==> src/hw/rtl/smcd_pkg.sv <==
`default_nettype none

package smcd_pkg;

    localparam logic [7:0] NEWLINE_CHAR = 8'd10;
    localparam logic [7:0] DIGIT_ZERO   = 8'h30;
    localparam logic [7:0] DIGIT_NINE   = 8'h39;

    localparam logic [3:0] CMD_NONE     = 4'd0;
    localparam logic [3:0] CMD_FORWARD  = 4'd1;
    localparam logic [3:0] CMD_BACKWARD = 4'd2;
    localparam logic [3:0] CMD_LEFT     = 4'd3;
    localparam logic [3:0] CMD_RIGHT    = 4'd4;
    localparam logic [3:0] CMD_STOP     = 4'd5;
    localparam logic [3:0] CMD_AUTO     = 4'd6;
    localparam logic [3:0] CMD_ROTATE   = 4'd7;
    localparam logic [3:0] CMD_BUZZER   = 4'd8;
    localparam logic [3:0] CMD_SPEED    = 4'd9;

    localparam logic [2:0] DIR_STOP     = 3'd0;
    localparam logic [2:0] DIR_FORWARD  = 3'd1;
    localparam logic [2:0] DIR_BACKWARD = 3'd2;
    localparam logic [2:0] DIR_LEFT     = 3'd3;
    localparam logic [2:0] DIR_RIGHT    = 3'd4;

    localparam logic [6:0] SPEED_MAX    = 7'd100;
    localparam logic [6:0] SPEED_RESET  = 7'd50;
    localparam logic [9:0] DUTY_MAX     = 10'd1000;
    localparam logic [4:0] DUTY_A_GAIN  = 5'd19;
    localparam logic [4:0] DUTY_B_GAIN  = 5'd15;

    localparam int NUM_WORDS        = 8;
    localparam int SPEED_PREFIX_LEN = 6;

    localparam int W_FORWARD  = 0;
    localparam int W_BACKWARD = 1;
    localparam int W_LEFT     = 2;
    localparam int W_RIGHT    = 3;
    localparam int W_STOP     = 4;
    localparam int W_AUTO     = 5;
    localparam int W_ROTATE   = 6;
    localparam int W_BUZZER   = 7;

    typedef struct packed {
        logic load_byte;
        logic walk_start;
        logic walk_step;
        logic eval;
    } ctrl_cmd_t;

    typedef struct packed {
        logic newline;
        logic line_empty;
        logic walk_last;
    } dp_status_t;

    function automatic logic [3:0] word_len(input logic [2:0] k);
        logic [3:0] len;
        case (k)
            3'd0:    len = 4'd7;
            3'd1:    len = 4'd8;
            3'd2:    len = 4'd4;
            3'd3:    len = 4'd5;
            3'd4:    len = 4'd4;
            3'd5:    len = 4'd4;
            3'd6:    len = 4'd9;
            3'd7:    len = 4'd6;
            default: len = 4'd0;
        endcase
        return len;
    endfunction

    function automatic logic [7:0] word_char(input logic [2:0] k, input logic [3:0] i);
        logic [71:0] text;
        int          pos;
        case (k)
            3'd0:    text = 72'("forward");
            3'd1:    text = 72'("backward");
            3'd2:    text = 72'("left");
            3'd3:    text = 72'("right");
            3'd4:    text = 72'("stop");
            3'd5:    text = 72'("auto");
            3'd6:    text = 72'("rotate180");
            3'd7:    text = 72'("buzzer");
            default: text = '0;
        endcase
        pos = int'(word_len(k)) - 1 - int'(i);
        if (pos < 0) begin
            return 8'h00;
        end
        return text[8*pos +: 8];
    endfunction

    function automatic logic [7:0] prefix_char(input logic [2:0] i);
        logic [47:0] text;
        int          pos;
        text = 48'("speed:");
        pos  = SPEED_PREFIX_LEN - 1 - int'(i);
        if (pos < 0) begin
            return 8'h00;
        end
        return text[8*pos +: 8];
    endfunction

endpackage

`default_nettype wire

==> src/hw/rtl/smcd_rx_if.sv <==
`default_nettype none

interface smcd_rx_if;
    logic       valid;
    logic       ready;
    logic [7:0] rx_byte;

    modport source (output valid, output rx_byte, input ready);
    modport sink (input valid, input rx_byte, output ready);
endinterface

`default_nettype wire

==> src/hw/rtl/smcd_res_if.sv <==
`default_nettype none

interface smcd_res_if;
    logic       valid;
    logic       ready;
    logic       line_end;
    logic [3:0] command;
    logic       auto_mode;
    logic [2:0] direction;
    logic [6:0] speed_percent;
    logic [9:0] duty_a;
    logic [9:0] duty_b;

    modport source (
        output valid, output line_end, output command, output auto_mode,
        output direction, output speed_percent, output duty_a, output duty_b,
        input ready
    );
    modport sink (
        input valid, input line_end, input command, input auto_mode,
        input direction, input speed_percent, input duty_a, input duty_b,
        output ready
    );
endinterface

`default_nettype wire

==> src/hw/rtl/smcd_controller.sv <==
`default_nettype none

module smcd_controller import smcd_pkg::*;
(
    input  logic       clk,
    input  logic       rst_n,
    input  logic       rx_valid,
    output logic       rx_ready,
    output logic       res_valid,
    input  logic       res_ready,
    output ctrl_cmd_t  cmd,
    input  dp_status_t status
);

    localparam logic [2:0] S_IDLE  = 3'd0;
    localparam logic [2:0] S_WALK  = 3'd1;
    localparam logic [2:0] S_DRAIN = 3'd2;
    localparam logic [2:0] S_EVAL  = 3'd3;
    localparam logic [2:0] S_OUT   = 3'd4;

    logic [2:0] state_reg;
    logic [2:0] state_next;

    always_comb
    begin
        state_next = state_reg;
        case (state_reg)
            S_IDLE:
            begin
                if (rx_valid)
                begin
                    if (!status.newline)
                    begin
                        state_next = S_OUT;
                    end
                    else if (status.line_empty)
                    begin
                        state_next = S_EVAL;
                    end
                    else
                    begin
                        state_next = S_WALK;
                    end
                end
            end
            S_WALK:
            begin
                if (status.walk_last)
                begin
                    state_next = S_DRAIN;
                end
            end
            S_DRAIN: state_next = S_EVAL;
            S_EVAL:  state_next = S_OUT;
            S_OUT:
            begin
                if (res_ready)
                begin
                    state_next = S_IDLE;
                end
            end
            default: state_next = S_IDLE;
        endcase
    end

    always_ff @(posedge clk or negedge rst_n)
    begin
        if (!rst_n)
        begin
            state_reg <= S_IDLE;
        end
        else
        begin
            state_reg <= state_next;
        end
    end

    assign rx_ready  = (state_reg == S_IDLE);
    assign res_valid = (state_reg == S_OUT);

    assign cmd.load_byte  = (state_reg == S_IDLE) && rx_valid && !status.newline;
    assign cmd.walk_start = (state_reg == S_IDLE) && rx_valid && status.newline;
    assign cmd.walk_step  = (state_reg == S_WALK);
    assign cmd.eval       = (state_reg == S_EVAL);

`ifndef SYNTHESIS
    a_one_at_a_time: assert property (@(posedge clk) disable iff (!rst_n)
        rx_valid && rx_ready |=> !rx_ready)
        else $error("second word accepted while one is in flight");
    a_plain_byte_fast: assert property (@(posedge clk) disable iff (!rst_n)
        rx_valid && rx_ready && !status.newline |=> res_valid)
        else $error("plain byte result not ready next cycle");
    a_cmd_exclusive: assert property (@(posedge clk) disable iff (!rst_n)
        $onehot0(cmd))
        else $error("more than one datapath command at once");
`endif

endmodule

`default_nettype wire

==> src/hw/rtl/smcd_datapath.sv <==
`default_nettype none

module smcd_datapath import smcd_pkg::*;
#(
    parameter int LINE_CAPACITY = 32
)
(
    input  logic       clk,
    input  logic       rst_n,
    input  ctrl_cmd_t  cmd,
    output dp_status_t status,
    input  logic [7:0] rx_byte,
    output logic       line_end,
    output logic [3:0] command,
    output logic       auto_mode,
    output logic [2:0] direction,
    output logic [6:0] speed_percent,
    output logic [9:0] duty_a,
    output logic [9:0] duty_b
);

    localparam int LEN_W = $clog2(LINE_CAPACITY);
    localparam logic [LEN_W-1:0] LEN_LIMIT = LEN_W'(LINE_CAPACITY - 1);

    logic [7:0] line_mem [LINE_CAPACITY];

    logic [LEN_W-1:0]     len_reg;
    logic [LEN_W-1:0]     len_next;
    logic [LEN_W-1:0]     rd_idx_reg;
    logic [LEN_W-1:0]     rd_idx_next;
    logic [LEN_W-1:0]     cmp_idx_reg;
    logic                 cmp_valid_reg;
    logic [7:0]           rd_data_reg;
    logic [NUM_WORDS-1:0] word_ok_reg;
    logic [NUM_WORDS-1:0] word_ok_next;
    logic                 prefix_ok_reg;
    logic                 prefix_ok_next;
    logic                 digits_on_reg;
    logic                 digits_on_next;
    logic [6:0]           acc_reg;
    logic [6:0]           acc_next;
    logic                 mode_reg;
    logic                 mode_next;
    logic [2:0]           dir_reg;
    logic [2:0]           dir_next;
    logic [6:0]           speed_reg;
    logic [6:0]           speed_next;
    logic                 line_end_reg;
    logic                 line_end_next;
    logic [3:0]           command_reg;
    logic [3:0]           command_next;
    logic [9:0]           duty_a_reg;
    logic [9:0]           duty_a_next;
    logic [9:0]           duty_b_reg;
    logic [9:0]           duty_b_next;

    logic                 mem_wr;
    logic                 is_digit;
    logic [9:0]           acc_wide;
    logic [NUM_WORDS-1:0] word_hit;
    logic                 speed_hit;
    logic [11:0]          prod_a;
    logic [11:0]          prod_b;

    assign mem_wr = cmd.load_byte && (len_reg < LEN_LIMIT);

    always_ff @(posedge clk)
    begin
        if (mem_wr)
        begin
            line_mem[len_reg] <= rx_byte;
        end
        rd_data_reg <= line_mem[rd_idx_reg];
    end

    assign status.newline    = (rx_byte == NEWLINE_CHAR);
    assign status.line_empty = (len_reg == '0);
    assign status.walk_last  = (rd_idx_reg == len_reg - LEN_W'(1));

    // per-byte matching against all words, the prefix and the digit run
    assign is_digit = (rd_data_reg >= DIGIT_ZERO) && (rd_data_reg <= DIGIT_NINE);
    assign acc_wide = 10'(acc_reg) * 10'd10 + 10'(rd_data_reg - DIGIT_ZERO);

    always_comb
    begin
        word_ok_next   = word_ok_reg;
        prefix_ok_next = prefix_ok_reg;
        digits_on_next = digits_on_reg;
        acc_next       = acc_reg;
        if (cmd.walk_start)
        begin
            word_ok_next   = '1;
            prefix_ok_next = 1'b1;
            digits_on_next = 1'b1;
            acc_next       = '0;
        end
        else if (cmp_valid_reg)
        begin
            for (int k = 0; k < NUM_WORDS; k++)
            begin
                if ((int'(cmp_idx_reg) < int'(word_len(3'(k)))) &&
                    (rd_data_reg != word_char(3'(k), cmp_idx_reg[3:0])))
                begin
                    word_ok_next[k] = 1'b0;
                end
            end
            if (int'(cmp_idx_reg) < SPEED_PREFIX_LEN)
            begin
                if (rd_data_reg != prefix_char(cmp_idx_reg[2:0]))
                begin
                    prefix_ok_next = 1'b0;
                end
            end
            else if (digits_on_reg)
            begin
                if (is_digit)
                begin
                    acc_next = (acc_wide > 10'(SPEED_MAX)) ? SPEED_MAX : acc_wide[6:0];
                end
                else
                begin
                    digits_on_next = 1'b0;
                end
            end
        end
    end

    always_comb
    begin
        for (int k = 0; k < NUM_WORDS; k++)
        begin
            word_hit[k] = word_ok_reg[k] && (int'(len_reg) == int'(word_len(3'(k))));
        end
    end

    assign speed_hit = prefix_ok_reg && (int'(len_reg) >= SPEED_PREFIX_LEN);

    always_comb
    begin
        mode_next     = mode_reg;
        dir_next      = dir_reg;
        speed_next    = speed_reg;
        line_end_next = line_end_reg;
        command_next  = command_reg;
        len_next      = len_reg;
        rd_idx_next   = rd_idx_reg;

        if (mem_wr)
        begin
            len_next = len_reg + LEN_W'(1);
        end
        if (cmd.walk_start)
        begin
            rd_idx_next = '0;
        end
        else if (cmd.walk_step)
        begin
            rd_idx_next = rd_idx_reg + LEN_W'(1);
        end

        if (cmd.load_byte)
        begin
            line_end_next = 1'b0;
            command_next  = CMD_NONE;
        end
        else if (cmd.eval)
        begin
            line_end_next = 1'b1;
            len_next      = '0;
            if (word_hit[W_FORWARD])
            begin
                mode_next = 1'b0; dir_next = DIR_FORWARD; command_next = CMD_FORWARD;
            end
            else if (word_hit[W_BACKWARD])
            begin
                mode_next = 1'b0; dir_next = DIR_BACKWARD; command_next = CMD_BACKWARD;
            end
            else if (word_hit[W_LEFT])
            begin
                mode_next = 1'b0; dir_next = DIR_LEFT; command_next = CMD_LEFT;
            end
            else if (word_hit[W_RIGHT])
            begin
                mode_next = 1'b0; dir_next = DIR_RIGHT; command_next = CMD_RIGHT;
            end
            else if (word_hit[W_STOP])
            begin
                mode_next = 1'b0; dir_next = DIR_STOP; command_next = CMD_STOP;
            end
            else if (word_hit[W_AUTO])
            begin
                mode_next = 1'b1; dir_next = DIR_FORWARD; command_next = CMD_AUTO;
            end
            else if (word_hit[W_ROTATE])
            begin
                dir_next = DIR_FORWARD; command_next = CMD_ROTATE;
            end
            else if (word_hit[W_BUZZER])
            begin
                command_next = CMD_BUZZER;
            end
            else if (speed_hit)
            begin
                speed_next = acc_reg; command_next = CMD_SPEED;
            end
            else
            begin
                command_next = CMD_NONE;
            end
        end
    end

    assign prod_a      = 12'(speed_next) * 12'(DUTY_A_GAIN);
    assign prod_b      = 12'(speed_next) * 12'(DUTY_B_GAIN);
    assign duty_a_next = (prod_a > 12'(DUTY_MAX)) ? DUTY_MAX : prod_a[9:0];
    assign duty_b_next = (prod_b > 12'(DUTY_MAX)) ? DUTY_MAX : prod_b[9:0];

    always_ff @(posedge clk or negedge rst_n)
    begin
        if (!rst_n)
        begin
            len_reg       <= '0;
            rd_idx_reg    <= '0;
            cmp_valid_reg <= 1'b0;
            mode_reg      <= 1'b1;
            dir_reg       <= DIR_STOP;
            speed_reg     <= SPEED_RESET;
        end
        else
        begin
            len_reg       <= len_next;
            rd_idx_reg    <= rd_idx_next;
            cmp_valid_reg <= cmd.walk_step;
            mode_reg      <= mode_next;
            dir_reg       <= dir_next;
            speed_reg     <= speed_next;
        end
    end

    always_ff @(posedge clk)
    begin
        cmp_idx_reg   <= rd_idx_reg;
        word_ok_reg   <= word_ok_next;
        prefix_ok_reg <= prefix_ok_next;
        digits_on_reg <= digits_on_next;
        acc_reg       <= acc_next;
        if (cmd.load_byte || cmd.eval)
        begin
            line_end_reg <= line_end_next;
            command_reg  <= command_next;
            duty_a_reg   <= duty_a_next;
            duty_b_reg   <= duty_b_next;
        end
    end

    assign line_end      = line_end_reg;
    assign command       = command_reg;
    assign auto_mode     = mode_reg;
    assign direction     = dir_reg;
    assign speed_percent = speed_reg;
    assign duty_a        = duty_a_reg;
    assign duty_b        = duty_b_reg;

`ifndef SYNTHESIS
    a_walk_nonempty: assert property (@(posedge clk) disable iff (!rst_n)
        cmd.walk_step |-> (len_reg != '0))
        else $error("walk over an empty line");
    a_eval_clears: assert property (@(posedge clk) disable iff (!rst_n)
        cmd.eval |=> (len_reg == '0) && !cmp_valid_reg)
        else $error("line not emptied after evaluation");
    a_speed_range: assert property (@(posedge clk) disable iff (!rst_n)
        speed_reg <= SPEED_MAX)
        else $error("speed above maximum");
`endif

endmodule

`default_nettype wire

==> src/hw/rtl/serial_motor_command_decoder.sv <==
// result: a plain byte gives its result in the cycle after it is accepted; a newline
// gives its result after the walk, drain and eval states (only eval for an empty line)
// flow: one word at a time, so no new byte or newline is taken before the result of
// the last one is taken; the line walk reads one stored byte per cycle
// and the next word is taken the cycle after the result is taken
// reset (rst_n low, async) empties the line, sets auto mode, direction stop, speed 50
`default_nettype none

module serial_motor_command_decoder import smcd_pkg::*;
#(
    parameter int LINE_CAPACITY = 32
)
(
    input  logic        clk,
    input  logic        rst_n,
    smcd_rx_if.sink     rx,
    smcd_res_if.source  res
);

    ctrl_cmd_t  cmd;
    dp_status_t status;

    smcd_controller u_ctrl (
        .clk       (clk),
        .rst_n     (rst_n),
        .rx_valid  (rx.valid),
        .rx_ready  (rx.ready),
        .res_valid (res.valid),
        .res_ready (res.ready),
        .cmd       (cmd),
        .status    (status)
    );

    smcd_datapath #(
        .LINE_CAPACITY (LINE_CAPACITY)
    ) u_dp (
        .clk           (clk),
        .rst_n         (rst_n),
        .cmd           (cmd),
        .status        (status),
        .rx_byte       (rx.rx_byte),
        .line_end      (res.line_end),
        .command       (res.command),
        .auto_mode     (res.auto_mode),
        .direction     (res.direction),
        .speed_percent (res.speed_percent),
        .duty_a        (res.duty_a),
        .duty_b        (res.duty_b)
    );

endmodule

`default_nettype wire
==> src/flat_wrapper.sv <==
// flat-port wrapper written by rule: the top's interface ports become plain ports
module serial_motor_command_decoder_flat import smcd_pkg::*;
#(
    parameter int LINE_CAPACITY = 32
)
  (clk, rst_n, rx_valid, rx_rx_byte, rx_ready, res_valid, res_line_end, res_command, res_auto_mode, res_direction, res_speed_percent, res_duty_a, res_duty_b, res_ready);
  smcd_rx_if rx_i ();
  smcd_res_if res_i ();
  input  logic clk;
  input  logic rst_n;
  input wire logic [$bits(rx_i.valid)-1:0] rx_valid;
  input wire logic [$bits(rx_i.rx_byte)-1:0] rx_rx_byte;
  output wire logic [$bits(rx_i.ready)-1:0] rx_ready;
  output wire logic [$bits(res_i.valid)-1:0] res_valid;
  output wire logic [$bits(res_i.line_end)-1:0] res_line_end;
  output wire logic [$bits(res_i.command)-1:0] res_command;
  output wire logic [$bits(res_i.auto_mode)-1:0] res_auto_mode;
  output wire logic [$bits(res_i.direction)-1:0] res_direction;
  output wire logic [$bits(res_i.speed_percent)-1:0] res_speed_percent;
  output wire logic [$bits(res_i.duty_a)-1:0] res_duty_a;
  output wire logic [$bits(res_i.duty_b)-1:0] res_duty_b;
  input wire logic [$bits(res_i.ready)-1:0] res_ready;
  assign rx_i.valid = rx_valid;
  assign rx_i.rx_byte = rx_rx_byte;
  assign rx_ready = rx_i.ready;
  assign res_valid = res_i.valid;
  assign res_line_end = res_i.line_end;
  assign res_command = res_i.command;
  assign res_auto_mode = res_i.auto_mode;
  assign res_direction = res_i.direction;
  assign res_speed_percent = res_i.speed_percent;
  assign res_duty_a = res_i.duty_a;
  assign res_duty_b = res_i.duty_b;
  assign res_i.ready = res_ready;
  serial_motor_command_decoder #(.LINE_CAPACITY(LINE_CAPACITY)) u_core (.clk(clk), .rst_n(rst_n), .rx(rx_i), .res(res_i));
endmodule
==> config.mk <==
export PLATFORM = sky130hd
export DESIGN_NAME = serial_motor_command_decoder_flat
export DESIGN_NICKNAME = d
export VERILOG_FILES = /design/src/hw/rtl/smcd_pkg.sv /design/src/hw/rtl/smcd_rx_if.sv /design/src/hw/rtl/smcd_res_if.sv /design/src/hw/rtl/smcd_controller.sv /design/src/hw/rtl/smcd_datapath.sv /design/src/hw/rtl/serial_motor_command_decoder.sv /design/src/flat_wrapper.sv
export SDC_FILE = /design/constraint.sdc
export NUM_CORES = 1
export LEC_CHECK = 0
export CAP_MARGIN = 20
export CELL_PAD_IN_SITES_DETAIL_PLACEMENT = 1
export CELL_PAD_IN_SITES_GLOBAL_PLACEMENT = 2
export CORE_UTILIZATION = 50
export DETAILED_ROUTE_END_ITERATION = 6
export DONT_BUFFER_PORTS = 1
export GPL_ROUTABILITY_DRIVEN = 0
export PLACE_DENSITY = 0.85
export SYNTH_ARGS = -nofsm -noshare
export SYNTH_HDL_FRONTEND = slang
export SYNTH_HIERARCHICAL = 1
export SYNTH_SLANG_ARGS = --single-unit
==> constraint.sdc <==
create_clock -name clk -period 13.4 [get_ports clk]
set_input_delay 0.67 -clock clk [delete_from_list [all_inputs] [get_ports clk]]
set_output_delay 0.67 -clock clk [all_outputs]
set_load 0.1 [all_outputs]
==> flow_metrics.py <==
metrics = {
    "place": {
        "port_buffers": 0,
        "place_hpwl_um": 29300,
    },
    "pwr": {
        "power.total_uw": 3370,
        "p_leak_uw": 0.00673,
        "irDropWorstVdd_mv": 0.130,
        "power_density_nw_per_um2": 180,
    },
    "worst_setup_path": {
        "worst-path-max-fanout": 33,
        "crit_type": "input pin to flip-flop",
        "worstPathArrival_ps": 7130,
        "crit_path_start_kind": "input pin",
        "worstSetupEndpointType": "flip-flop",
        "cp.required_ps": 13690,
    },
    "timing": {
        "layout_min_cycle_time_ps": 6840,
        "slew_headroom_pct": 19.3,
        "hold_ws_ps": 232,
        "max_freq_mhz": 146,
        "final_max_slew_viol_count": 0,
        "fin_skew_ps": 12.6,
        "worstMarginPinSlew_ps": 1210,
        "finalSetupTns_ps": 0,
        "rsz0062_at_grt": "false",
        "finalHoldViolCount": 0,
        "fin_crit_sh_pct": 51.1,
        "setup_viol": 0,
    },
    "clock_network": {
        "htree_levels": 2,
        "cts_buffers": 37,
        "cts_root_buffer": "clkbuf_16",
        "cts_setup_buffers": 0,
        "path_clk_slew_ps": 60,
        "clockBufferDepth": 3,
        "cts_resized": 0,
        "clock-sinks": 336,
        "cts_tree": "done",
        "insertion_delay_ps": 530,
    },
    "grt": {
        "globalRouteTotalUtil_pct": 25.9,
        "grt_pass1_wl_um": 65800,
        "antenna_found_initial": 0,
        "grt_max_degree": 50,
        "grt_pass1_vias": 11000,
        "overflow": 0,
    },
    "drt": {
        "wl_per_cell_um": 25.8,
        "drt_iter0_markers": 771,
        "dr_total_vias": 10500,
        "vias_per_cell": 6.24,
        "dr.pass1.iters": 6,
        "wirelength_um": 43700,
        "ant_nets": 0,
        "drc": 0,
    },
    "cells_and_area": {
        "nets": 1308,
        "drive_above_1_share_pct": 15.5,
        "antenna_cells": 0,
        "largest_reg_flops": 256,
        "syn2layout_area_growth_pct": 10.3,
    },
    "floorplan": {
        "die_w_um": 186,
        "dieArea_um2": 34600,
        "rows": 67,
        "die_y_um": 186,
        "core-area_um2": 33400,
        "initial_core_util_pct": 50.6,
        "num_io_pins": 50,
    },
    "logic_synthesis": {
        "synth-edff-count": 281,
        "ys_ff_latch": 336,
        "syn_area_um2": 16900,
        "avgSynthCellArea_um2": 13.9,
        "synth-simple-area-share_pct": 8.70,
        "async_flop_share_pct": 7.44,
        "synth.area.mux_share_pct": 12.0,
        "synth_top_family_by_area": "multiplexers",
        "synth_ff_type": "edfxtp_1",
        "syn-num-nets": 1311,
        "synth-compound-area-share_pct": 9.94,
        "yosysUniqueCellTypes": 94,
        "synth_xor_area_share_pct": 2.62,
        "yosysSeqAreaShare_pct": 57.1,
        "synth_fa_ha_area_share_pct": 6.77,
        "synthCells": 1217,
        "ys_warn_count": 6,
    },
    "min_path": {
        "hp-class": "input pin to flip-flop",
    },
    "job": {
        "drv_cap": 0,
    },
    "outcome": {
        "status": "finished clean",
    },
}
[worst paths after layout]
path / startpoint / end / slack, ps / cells past startpoint
setup / recovery: rx_rx_byte[5] / u_core/u_dp/duty_b[1]$_SDFFCE_PN0P_ / 6560 / 20
hold / removal: rx_rx_byte[1] / u_core/u_dp/line_mem[0][1]$_DFFE_PP_ / 230 / 0
setup reg to reg: u_core/u_ctrl/state_reg[1]$_DFFE_PN0P_ / u_core/u_dp/duty_b[1]$_SDFFCE_PN0P_ / 6570 / 18
hold reg to reg: u_core/u_dp/prefix_ok_reg$_SDFFE_PP1P_ / u_core/u_dp/prefix_ok_reg$_SDFFE_PP1P_ / 460 / 1
max in group asynchronous: rst_n / u_core/u_dp/speed_percent[5]$_DFF_PN1_ / 12530 / 2
min in group asynchronous: rst_n / u_core/u_dp/rd_idx_reg[3]$_DFFE_PN0P_ / 600 / 2
[power breakdown]
part           total [uW]  internal (uW)  switching, uW
clock network        1040            630            410
registers            1360           1200            160
logic                 969            412            557
total                3370           2240           1130
[critical path, stage by stage]
cell and delay, ps:
or4_1 570, nor2_1 330, nand2b_1 190, nor2_1 200, nor2b_1 610, and2_1 250, nand2_1 260, mux2i_1 580
inv_1 300, fa_1 570, inv_1 50, fa_1 490, inv_1 40, ha_1 330, o21a_1 180, o31a_1 120
o31a_1 270, or4b_1 550, or3_1 380, o211a_1 150
[logic make-up (layout without fill, tap and decap cells)]
logic type	after synthesis	in the layout
flip-flops	336	336
AND/OR/NAND/NOR	283	283
AO/OA/AOI/OAI	244	244
buffers and inverters	122	147
multiplexers	101	101
adder cells (fa/ha/maj)	82	82
XOR/XNOR	49	49
[through the flow]
step                util [%]  area (um^2)  setup WS (ps)  std cells
global placement        52.0        17400           6280       1621
detailed placement      52.0        17400           6030       1621
CTS                     55.8        18700           6510       1690
finish                  55.8        18700           6560       1690
floorplan                  -        16900           7430       1217
global route            55.8        18700           6070       1690
[cell usage after synthesis, types with 6 or more instances]
| cell type | instances | area, um^2 |
|---|---|---|
| nand2_1 | 53 | 199 |
| a21o_1 | 15 | 113 |
| clkbuf_1 | 36 | 135 |
| mux2_2 | 10 | 113 |
| o21ai_1 | 10 | 50.1 |
| nor3_1 | 23 | 115 |
| buf_2 | 7 | 35.0 |
| o22ai_1 | 6 | 37.5 |
| xnor2_1 | 34 | 298 |
| a31oi_1 | 8 | 50.1 |
| nand2b_1 | 13 | 81.3 |
| nor2b_1 | 11 | 68.8 |
| or2_2 | 10 | 62.6 |
| buf_1 | 8 | 30.0 |
| nand3b_1 | 9 | 67.6 |
| and2_1 | 6 | 37.5 |
| nand4_1 | 11 | 68.8 |
| or3_1 | 12 | 75.1 |
| o21a_1 | 12 | 90.1 |
| ha_1 | 66 | 826 |
| nand3_1 | 17 | 85.1 |
| edfxtp_1 | 281 | 8440 |
| xor2_1 | 14 | 123 |
| a21oi_1 | 48 | 240 |
| mux2i_1 | 9 | 90.1 |
| dfrtp_1 | 21 | 526 |
| a211oi_1 | 14 | 105 |
| and3_1 | 10 | 62.6 |
| nor2_1 | 79 | 297 |
| dfxtp_1 | 30 | 601 |
| o21ai_0 | 50 | 250 |
| inv_1 | 59 | 221 |
| fa_1 | 16 | 320 |
| mux4_2 | 80 | 1800 |
[final cells by class]
| class | count | area (um^2) |
|---|---|---|
| Clock inverter | 21 | 253 |
| Fill cell | 3195 | 14800 |
| Clock buffer | 46 | 1000 |
| Multi-Input combinational cell | 759 | 6800 |
| Inverter | 66 | 248 |
| Tap cell | 448 | 561 |
| Timing Repair Buffer | 14 | 138 |
| Sequential cell | 336 | 9680 |
[cells in the final DEF (no fill, tap or decap), types with 17 or more instances in the layout]
cell type	n
edfxtp_1	281
mux4_2	80
nor2_1	79
ha_1	66
inv_1	59
nand2_1	53
o21ai_0	50
a21oi_1	48
clkbuf_16	39
xnor2_1	34
dfxtp_1	30
nor3_1	19
dfrtp_1	18
nand3_1	17
[per-layer routing]
metal / vias up / track usage (%) / routed length (um)
li1: 4722 / - / -
met1: 5402 / 34.3 / 18500
met2: 336 / 42.9 / 21400
met3: 80 / 3.89 / 2240
met4: 0 / 10.5 / 1570
met5: - / 0 / 0
[what timing repair did]
item | in CTS | in global routing
setup endpoints to repair | 0 | 0
endpoints found under the hold margin | 25 | 0
hold buffers | 2 | 0
(Power assumes the default switching activity.)
